## src/rtl/lma_pkg.sv

```systemverilog
// Package for the loss mean accumulator: loss kind codes and fixed constants.
// No dependencies.
package lma_pkg;
  localparam logic [1:0] KIND_SQ  = 2'd0;
  localparam logic [1:0] KIND_ABS = 2'd1;
  localparam logic [1:0] KIND_BCE = 2'd2;
  localparam logic [1:0] KIND_CE  = 2'd3;
  localparam logic [31:0] LN2_Q32 = 32'd2977044472;
  localparam int unsigned MEAN_W = 47;
  localparam int unsigned CNT_W = 17;
  localparam int unsigned IN_W = 20;
endpackage

```

## src/rtl/lma_if.sv

```systemverilog
// Valid/ready channel interfaces for the loss mean accumulator.
// Depends on lma_pkg.
interface lma_in_if import lma_pkg::*; ();
  logic valid;
  logic ready;
  logic signed [IN_W-1:0] target;
  logic signed [IN_W-1:0] predicted;
  logic last_in_sample;
  logic last_in_set;
  modport source (output valid, target, predicted, last_in_sample, last_in_set, input ready);
  modport sink (input valid, target, predicted, last_in_sample, last_in_set, output ready);
endinterface

interface lma_out_if import lma_pkg::*; ();
  logic valid;
  logic ready;
  logic [MEAN_W-1:0] mean_loss;
  logic [CNT_W-1:0] sample_count;
  logic saturated;
  logic empty_set;
  modport source (output valid, mean_loss, sample_count, saturated, empty_set, input ready);
  modport sink (input valid, mean_loss, sample_count, saturated, empty_set, output ready);
endinterface

```

## src/rtl/loss_mean_accumulator_core.sv

```systemverilog
// Loss mean accumulator top level: per-element loss, saturating sum, mean.
// Depends on lma_pkg and the channels in lma_if.
//
// channel   dir  beat
// in        in   target, predicted, last_in_sample, last_in_set
// out       out  mean_loss, sample_count, saturated, empty_set (one per set)
// apb       in   loss_kind at address 0
//
// After a beat the input is not ready until the element is accumulated. Each
// -ln term runs on the shared multiplier after a normalize shift of
// 1..FRAC_BITS; cross-entropy computes one term and binary cross-entropy two.
// End of set adds a restoring division and the output, plus any stall on out.
// rst clears the state machine, the sum, the sample count, the overflow flag
// and loss_kind.
module loss_mean_accumulator_core import lma_pkg::*; #(
  parameter int MAX_SAMPLES = 65536,
  parameter int FRAC_BITS = 16,
  parameter int ACC_WIDTH = 48
) (
  input  logic        clk,
  input  logic        rst,
  lma_in_if.sink      in_ch,
  lma_out_if.source   out_ch,
  input  logic        psel,
  input  logic        penable,
  input  logic        pwrite,
  input  logic [1:0]  paddr,
  input  logic [31:0] pwdata,
  output logic [31:0] prdata,
  output logic        pready
);
  localparam int FW = FRAC_BITS;
  localparam int CAP = (MAX_SAMPLES < 131071) ? MAX_SAMPLES : 131071;
  localparam int SW = $clog2(FW + 1);       // normalize shift width
  localparam int STW = $clog2(FW);          // squaring step counter width
  localparam int LW = SW + FW;              // log magnitude width
  localparam int TW = ((IN_W + 1 > FW + 2) ? IN_W + 1 : FW + 2) + 1;
  localparam int MA0 = (TW > LW + 1) ? TW : LW + 1;
  localparam int MA = (MA0 > IN_W + 2) ? MA0 : IN_W + 2;
  localparam int MB = 33;
  localparam int PW = MA + MB;
  localparam int TMW = PW + 1;
  localparam int EW = TMW - FW;
  localparam int XW = ((ACC_WIDTH > EW) ? ACC_WIDTH : EW) + 1;
  localparam int DW = $clog2(ACC_WIDTH);
  localparam logic signed [ACC_WIDTH-1:0] ACC_HI = {1'b0, {(ACC_WIDTH-1){1'b1}}};
  localparam logic signed [ACC_WIDTH-1:0] ACC_LO = {1'b1, {(ACC_WIDTH-1){1'b0}}};
  localparam logic [FW+1:0] ONE = (FW+2)'(1) << FW;
  localparam logic signed [TW-1:0] ONE_S = TW'(1) << FW;
  localparam logic [63:0] MEAN_MAX = (64'd1 << MEAN_W) - 64'd1;
  localparam logic [CNT_W-1:0] CAP_V = CNT_W'(CAP);

  localparam logic [3:0] S_IDLE = 4'd0, S_SQE = 4'd1, S_SQW = 4'd2, S_LOAD = 4'd3,
    S_NORM = 4'd4, S_SQ = 4'd5, S_SQR = 4'd6, S_SCL = 4'd7, S_SCLW = 4'd8,
    S_TERM = 4'd9, S_TERMW = 4'd10, S_FIN = 4'd11, S_ACC = 4'd12, S_DSET = 4'd13,
    S_DIV = 4'd14, S_OUT = 4'd15;

  logic [3:0] state;
  logic [1:0] loss_kind, kind;
  logic signed [ACC_WIDTH-1:0] loss_sum;
  logic [CNT_W-1:0] samples_seen;
  logic sum_overflow;
  logic signed [IN_W:0] tv, pv;
  logic last_smp, last_set, second;
  logic [FW+1:0] m;
  logic [SW-1:0] sh;
  logic [STW-1:0] step;
  logic [FW-1:0] frac;
  logic [LW-1:0] nl;
  logic signed [PW-1:0] mul_p;
  logic signed [MA-1:0] mul_a;
  logic signed [MB-1:0] mul_b;
  logic signed [TMW-1:0] term;
  logic signed [EW-1:0] elem;
  logic [ACC_WIDTH-1:0] quo;
  logic [CNT_W-1:0] rem_;
  logic [DW-1:0] dcnt;

  assign pready = 1'b1;
  assign prdata = {30'd0, loss_kind};
  always_ff @(posedge clk) begin
    if (rst) loss_kind <= KIND_SQ;
    else if (psel && penable && pwrite && paddr == 2'd0) loss_kind <= pwdata[1:0];
  end

  assign in_ch.ready = (state == S_IDLE);
  assign out_ch.valid = (state == S_OUT);
  assign out_ch.mean_loss = (samples_seen == '0) ? '0 :
                            (64'(quo) > MEAN_MAX) ? {MEAN_W{1'b1}} : MEAN_W'(quo);
  assign out_ch.sample_count = samples_seen;
  assign out_ch.saturated = sum_overflow;
  assign out_ch.empty_set = (samples_seen == '0);

  // Shared multiplier with a registered product.
  always_ff @(posedge clk) mul_p <= mul_a * mul_b;

  logic signed [IN_W:0] pc;
  logic signed [IN_W+1:0] d;
  logic signed [TW-1:0] tw_s, onemt;
  logic [LW-1:0] mag;
  logic [FW+1:0] mq;
  logic signed [TMW-1:0] term_r;
  logic signed [XW-1:0] acc_sum;
  logic [CNT_W:0] rem_sh, rem_sub;
  always_comb begin
    d = {tv[IN_W], tv} - {pv[IN_W], pv};
    if (pv < 1) pc = (IN_W+1)'(1);
    else if (pv > $signed({1'b0, ONE}) - 1) pc = (IN_W+1)'($signed({1'b0, ONE}) - 1);
    else pc = pv;
    tw_s = TW'(tv);
    onemt = ONE_S - tw_s;
    mag = {sh, {FW{1'b0}}} - {{SW{1'b0}}, frac};
    mq = mul_p[FW +: FW+2];
    mul_a = '0;
    mul_b = '0;
    case (state)
      S_SQE: begin
        mul_a = MA'(d);
        mul_b = MB'(d);
      end
      S_SQ: begin
        mul_a = MA'($signed({1'b0, m}));
        mul_b = MB'($signed({1'b0, m}));
      end
      S_SCL: begin
        mul_a = MA'($signed({1'b0, mag}));
        mul_b = $signed({1'b0, LN2_Q32});
      end
      S_TERM: begin
        mul_a = second ? MA'(onemt) : MA'(tw_s);
        mul_b = MB'($signed({1'b0, nl}));
      end
      default: ;
    endcase
    // The per-element division by ONE truncates toward zero.
    term_r = term[TMW-1] ? (term + $signed(TMW'({FW{1'b1}}))) >>> FW : term >>> FW;
    acc_sum = XW'(loss_sum) + XW'(elem);
    rem_sh = {rem_, quo[ACC_WIDTH-1]};
    rem_sub = rem_sh - {1'b0, samples_seen};
  end

  always_ff @(posedge clk) begin
    if (rst) begin
      state <= S_IDLE; loss_sum <= '0; samples_seen <= '0; sum_overflow <= 1'b0;
    end else begin
      unique case (state)
        S_IDLE: if (in_ch.valid) begin
          tv <= {in_ch.target[IN_W-1], in_ch.target};
          pv <= {in_ch.predicted[IN_W-1], in_ch.predicted};
          last_smp <= in_ch.last_in_sample; last_set <= in_ch.last_in_set;
          kind <= loss_kind; second <= 1'b0; term <= '0;
          state <= (loss_kind == KIND_SQ || loss_kind == KIND_ABS) ? S_SQE : S_LOAD;
        end
        S_SQE: begin
          if (kind == KIND_ABS) begin
            elem <= EW'(d[IN_W+1] ? -d : d);
            state <= S_ACC;
          end else state <= S_SQW;
        end
        S_SQW: begin
          elem <= EW'(mul_p >>> FW);
          state <= S_ACC;
        end
        S_LOAD: begin
          m <= second ? (FW+2)'(ONE_S - TW'(pc)) : (FW+2)'(pc);
          sh <= '0; frac <= '0; step <= '0; state <= S_NORM;
        end
        S_NORM: if (m < ONE) begin m <= m << 1; sh <= sh + 1'b1; end
                else state <= S_SQ;
        S_SQ: state <= S_SQR;
        S_SQR: begin
          // A square at or above 2.0 gives a one bit and is halved.
          if (mq[FW+1]) begin
            m <= mq >> 1;
            frac <= {frac[FW-2:0], 1'b1};
          end else begin
            m <= mq;
            frac <= {frac[FW-2:0], 1'b0};
          end
          step <= step + 1'b1;
          state <= (step == STW'(FW - 1)) ? S_SCL : S_SQ;
        end
        S_SCL: state <= S_SCLW;
        S_SCLW: begin
          nl <= mul_p[32 +: LW];
          state <= S_TERM;
        end
        S_TERM: state <= S_TERMW;
        S_TERMW: begin
          term <= term + TMW'(mul_p);
          if (kind == KIND_BCE && !second) begin
            second <= 1'b1;
            state <= S_LOAD;
          end else state <= S_FIN;
        end
        S_FIN: begin
          elem <= EW'(term_r);
          state <= S_ACC;
        end
        S_ACC: begin
          if (acc_sum > XW'(ACC_HI)) begin
            loss_sum <= ACC_HI; sum_overflow <= 1'b1;
          end else if (acc_sum < XW'(ACC_LO)) begin
            loss_sum <= ACC_LO; sum_overflow <= 1'b1;
          end else loss_sum <= ACC_WIDTH'(acc_sum);
          if ((last_smp || last_set) && samples_seen < CAP_V)
            samples_seen <= samples_seen + 1'b1;
          state <= last_set ? S_DSET : S_IDLE;
        end
        S_DSET: begin
          // A sum at or below zero divides as zero.
          quo <= (loss_sum > 0) ? $unsigned(loss_sum) : '0;
          rem_ <= '0; dcnt <= '0; state <= S_DIV;
        end
        S_DIV: begin
          if (rem_sh >= {1'b0, samples_seen}) begin
            rem_ <= rem_sub[CNT_W-1:0];
            quo <= {quo[ACC_WIDTH-2:0], 1'b1};
          end else begin
            rem_ <= rem_sh[CNT_W-1:0];
            quo <= {quo[ACC_WIDTH-2:0], 1'b0};
          end
          dcnt <= dcnt + 1'b1;
          if (dcnt == DW'(ACC_WIDTH - 1)) state <= S_OUT;
        end
        S_OUT: if (out_ch.ready) begin
          loss_sum <= '0; samples_seen <= '0; sum_overflow <= 1'b0;
          state <= S_IDLE;
        end
      endcase
    end
  end
endmodule
```

## src/flat_wrapper.sv

```systemverilog
// flat-port wrapper written by rule: the top's interface ports become plain ports
module loss_mean_accumulator_core_flat import lma_pkg::*;
#(
  parameter int MAX_SAMPLES = 65536,
  parameter int FRAC_BITS = 16,
  parameter int ACC_WIDTH = 48
)
  (clk, rst, psel, penable, pwrite, paddr, pwdata, prdata, pready, in_ch_valid, in_ch_target, in_ch_predicted, in_ch_last_in_sample, in_ch_last_in_set, in_ch_ready, out_ch_valid, out_ch_mean_loss, out_ch_sample_count, out_ch_saturated, out_ch_empty_set, out_ch_ready);
  lma_in_if in_ch_i ();
  lma_out_if out_ch_i ();
  input  logic clk;
  input  logic rst;
  input  logic psel;
  input  logic penable;
  input  logic pwrite;
  input  logic [1:0] paddr;
  input  logic [31:0] pwdata;
  output logic [31:0] prdata;
  output logic pready;
  input wire logic [$bits(in_ch_i.valid)-1:0] in_ch_valid;
  input wire logic [$bits(in_ch_i.target)-1:0] in_ch_target;
  input wire logic [$bits(in_ch_i.predicted)-1:0] in_ch_predicted;
  input wire logic [$bits(in_ch_i.last_in_sample)-1:0] in_ch_last_in_sample;
  input wire logic [$bits(in_ch_i.last_in_set)-1:0] in_ch_last_in_set;
  output wire logic [$bits(in_ch_i.ready)-1:0] in_ch_ready;
  output wire logic [$bits(out_ch_i.valid)-1:0] out_ch_valid;
  output wire logic [$bits(out_ch_i.mean_loss)-1:0] out_ch_mean_loss;
  output wire logic [$bits(out_ch_i.sample_count)-1:0] out_ch_sample_count;
  output wire logic [$bits(out_ch_i.saturated)-1:0] out_ch_saturated;
  output wire logic [$bits(out_ch_i.empty_set)-1:0] out_ch_empty_set;
  input wire logic [$bits(out_ch_i.ready)-1:0] out_ch_ready;
  assign in_ch_i.valid = in_ch_valid;
  assign in_ch_i.target = in_ch_target;
  assign in_ch_i.predicted = in_ch_predicted;
  assign in_ch_i.last_in_sample = in_ch_last_in_sample;
  assign in_ch_i.last_in_set = in_ch_last_in_set;
  assign in_ch_ready = in_ch_i.ready;
  assign out_ch_valid = out_ch_i.valid;
  assign out_ch_mean_loss = out_ch_i.mean_loss;
  assign out_ch_sample_count = out_ch_i.sample_count;
  assign out_ch_saturated = out_ch_i.saturated;
  assign out_ch_empty_set = out_ch_i.empty_set;
  assign out_ch_i.ready = out_ch_ready;
  loss_mean_accumulator_core #(.MAX_SAMPLES(MAX_SAMPLES), .FRAC_BITS(FRAC_BITS), .ACC_WIDTH(ACC_WIDTH)) u_core (.clk(clk), .rst(rst), .in_ch(in_ch_i), .out_ch(out_ch_i), .psel(psel), .penable(penable), .pwrite(pwrite), .paddr(paddr), .pwdata(pwdata), .prdata(prdata), .pready(pready));
endmodule
```

## config.mk

```make
export PLATFORM = sky130hd
export DESIGN_NAME = loss_mean_accumulator_core_flat
export DESIGN_NICKNAME = d
export VERILOG_FILES = /design/src/rtl/lma_pkg.sv /design/src/rtl/lma_if.sv /design/src/rtl/loss_mean_accumulator_core.sv /design/src/flat_wrapper.sv
export SDC_FILE = /design/constraint.sdc
export NUM_CORES = 2
export LEC_CHECK = 0
export ABC_AREA = 1
export BUFFER_PORTS_ARGS = -buffer_cell sky130_fd_sc_hd__buf_2
export CAP_MARGIN = 20
export CORE_ASPECT_RATIO = 1.25
export CORE_UTILIZATION = 45
export CTS_CLUSTER_DIAMETER = 100
export DETAILED_ROUTE_END_ITERATION = 7
export GPL_ROUTABILITY_DRIVEN = 0
export PLACE_DENSITY = 0.63
export SLEW_MARGIN = 10
export SYNTH_ARGS = -nofsm -noshare
export SYNTH_HDL_FRONTEND = slang
export SYNTH_SLANG_ARGS = --single-unit
```

## constraint.sdc

```tcl
create_clock -name clk -period 11.2 [get_ports clk]
set_input_delay 2.24 -clock clk [delete_from_list [all_inputs] [get_ports clk]]
set_output_delay 2.24 -clock clk [all_outputs]
set_load 0.03 [all_outputs]
```

==> summary.md <==
| Metric | Value |
|---|---|
| Routed wl met2 | `about 85 mm` |
| Ys async rst share | `0` |
| Via Count | `~46000` |
| I/O Buffers | `around 120` |
| Synth area leader | `fa_1` |
| Final number of hold-violating endpoints | `0` |
| Pre-Repair DR Iteration Count | `8` |
| Top cell type's share of synthesized area | `0.257` |
| Maximum buffer depth of the clock tree | `3` |
| Initial drt markers | `between 3000 and 4000` |
| Synth top cells by count | `inv_1 (1429), nand2_1 (1380), fa_1 (683)` |
| DR vias/cell | `5.41` |
| Fin crit period | `10.05 ns` |
| Fillers | `11502` |
| Max cap viols | `0` |
| Setup bufs post-CTS | `0` |
| Status | `finished clean` |
| CTS tree | `built` |
| PD cells | `240 nW/um^2` |
| Slew headroom | `0.253` |
| Worst-path fanout max | `14` |
| Worst Path Arrival | `10.58 ns` |
| Avg WL per Cell | `19.9 um` |
| First-pass GRT wire length | `260 mm` |
| Design Area, Final | `56600 um^2` |
| Antenna violations before repair | `4` |
| Total track usage | `0.285` |
| Final WL | `169 mm` |
| # H-tree levels | `2` |
| Initial Util | `0.455` |
| Drt drc | `0` |
| Clock slew at reported path FFs | `about 0.060 ns` |
| Layout cells sized above 1 | `0.0669` |
| Synthesized area per cell | `7.75 um^2` |
| CP max stage cell | `nand3_1` |
| Unique cell type count in the Yosys netlist | `74` |
| Max VDD drop | `roughly 0.17 mV` |
| Post_cts resized | `0` |
| Setup repair after global routing missed its margin | `false` |
| Hold WC Path Type | `reg2reg` |
| Sequential share of the synthesized area | `0.204` |
| Die Area | `120000 um^2` |
| Largest net degree at the start of global routing | `93` |
| Tot Pwr | `approximately 14 mW` |
| Syn. warnings | `0` |
| Cts bufs inserted | `41` |
| Number of setup violations in the final report | `0` |
| Final-report max-slew violation count | `0` |
| Cell with the most instances after synthesis | `inv_1` |
| Vias in the first global route | `~47000` |
| Slowest cell delay on critical path | `around 0.80 ns` |
| DR top layer | `met5` |
| Area Overhead vs Synth | `6.56%` |
| Rows | `140` |
| Final HPWL DP | `~140 mm` |
| Setup crit end kind | `register` |
| Post-synth EDFFs | `between 200 and 300` |
| Routed wl met3 | `around 10 mm` |
| Grt total ovfl | `0` |
| Skew final | `0.0366 ns` |
| Synth top area cells | `fa_1 (26%), edfxtp_1 (16%), inv_1 (10%)` |
| Clock latency on the worst-skew pair | `0.61 ns` |
| Crit Path Class | `reg2reg` |
| Leak | `28.2 nW` |
| Core area | `117000 um^2` |
| Clock root cell | `clkbuf_16` |
| Fin Setup TNS | `0 ns` |
| CTS Hold Bufs | `0` |
| Worst-Margin Slew | `1.12 ns` |
| Dpl cell area | `about 55000 um^2` |
| Nets | `about 8000` |
| Routed Antenna Nets | `0` |
| Netlist Area Pre-Place | `53200 um^2` |
| Clock sinks | `between 400 and 500` |
| Period utilization | `0.897` |
| Fmax | `0.0995 GHz` |
| Synth Instances | `6857` |
| M1 WL | `around 62 mm` |
| Die height | `386 um` |
| Width of the die | `309 um` |
| I/O Pins | `~180` |
| Synth Flop Type | `edfxtp_1` |
| CP required | `11.73 ns` |
| CP startpoint kind | `register` |
| Yosys reg bits | `403` |
[per-layer routing]
layer  global-route usage  vias to the layer above
met2                0.509                     1772
met4                0.179                        6
met5                    0                        -
li1                     -                    21593
met1                0.324                    22173
met3               0.0332                      541
[metrics by stage]
stage / worst slack [ns] / hold WS [ns] / instances / util
detailed placement: 1.23 / 0.445 / 8436 / 0.473
finish: 1.15 / 0.464 / 8514 / 0.485
CTS: 1.23 / 0.468 / 8512 / 0.485
global placement: 1.29 / 0.441 / 8435 / 0.473
global route: 0.596 / 0.479 / 8513 / 0.485
floorplan: 1.12 / 0.435 / 6886 / -
[kinds of logic after synthesis]
kind of cell | share of synthesized area
AND/OR/NAND/NOR | 0.213
buffers and inverters | 0.126
AO/OA/AOI/OAI | 0.108
adder cells (fa/ha/maj) | 0.330
flip-flops | 0.204
XOR/XNOR | 0.0201
other | 0.000141
multiplexers | 0.000188
[critical path, delay by kind of cell (launching register included)]
| family | cells | cell delay (ns) |
|---|---|---|
| flip-flops | 1 | 0.36 |
| buffers and inverters | 9 | 0.83 |
| AND/OR/NAND/NOR | 11 | 1.92 |
| AO/OA/AOI/OAI | 7 | 1.96 |
| XOR/XNOR | 1 | 0.14 |
| adder cells (fa/ha/maj) | 10 | 4.75 |
[power by group]
part | internal, mW | switching [mW] | leakage (nW) | total [mW]
registers | 1.95 | 0.277 | 3.60 | 2.22
clock network | 0.776 | 0.633 | 0.657 | 1.41
logic | 3.21 | 6.77 | 24.0 | 9.99
[registers in the layout, summed over array words and instances (netlist names), 4 cells and up]
register,flops
u_core.term,56
u_core.mul_p,55
u_core.loss_sum,48
u_core.quo,48
u_core.elem,40
u_core.nl,21
u_core.pv,20
u_core.tv,20
u_core.m,18
u_core.out_ch.sample_count,17
u_core.rem_,17
u_core.frac,16
u_core.dcnt,6
u_core.sh,5
u_core.state,4
u_core.step,4
[layout make-up]
type,instances,area [um^2],share of cell area
clock inverters,17,98.8,0.00175
diodes,2,5.00,0.0000884
repair buffers,178,1050,0.0185
clock buffers,59,1240,0.0219
multi-input cells,4796,35800,0.633
well taps,1562,1950,0.0345
inverters,1497,5620,0.0993
flip-flops and latches,403,10800,0.191
[final timing paths]
path,from,to,slack (ns),cells after the start
min reg2reg,u_core.loss_kind[0],u_core.kind[0],0.46,0
min,u_core.loss_kind[0],u_core.kind[0],0.46,0
max reg2reg,u_core.tv[0],u_core.mul_p[41],1.15,38
max,u_core.tv[0],u_core.mul_p[41],1.15,38
[placed cells by master (no fill, tap or decap), drive strengths merged, types with 4 or more instances in the layout]
master,n
and3,4
clkinv,16
a31oi,54
and2,6
a21o,34
a21boi,10
o221ai,9
inv,1497
a21oi,431
o21a,25
xnor2,46
dfxtp,127
nand3,334
a221oi,5
o21bai,29
nand2,1414
nand4,82
a22oi,4
ha,308
nand3b,14
o211ai,16
o22ai,14
nor3,72
buf,178
clkbuf,59
a211oi,10
or2,9
a32oi,8
edfxtp,276
nor4,32
conb,31
fa,683
xor2,75
o31ai,6
nor3b,4
nor2,678
a32o,4
o21ai,331
(Power assumes the default switching activity.)
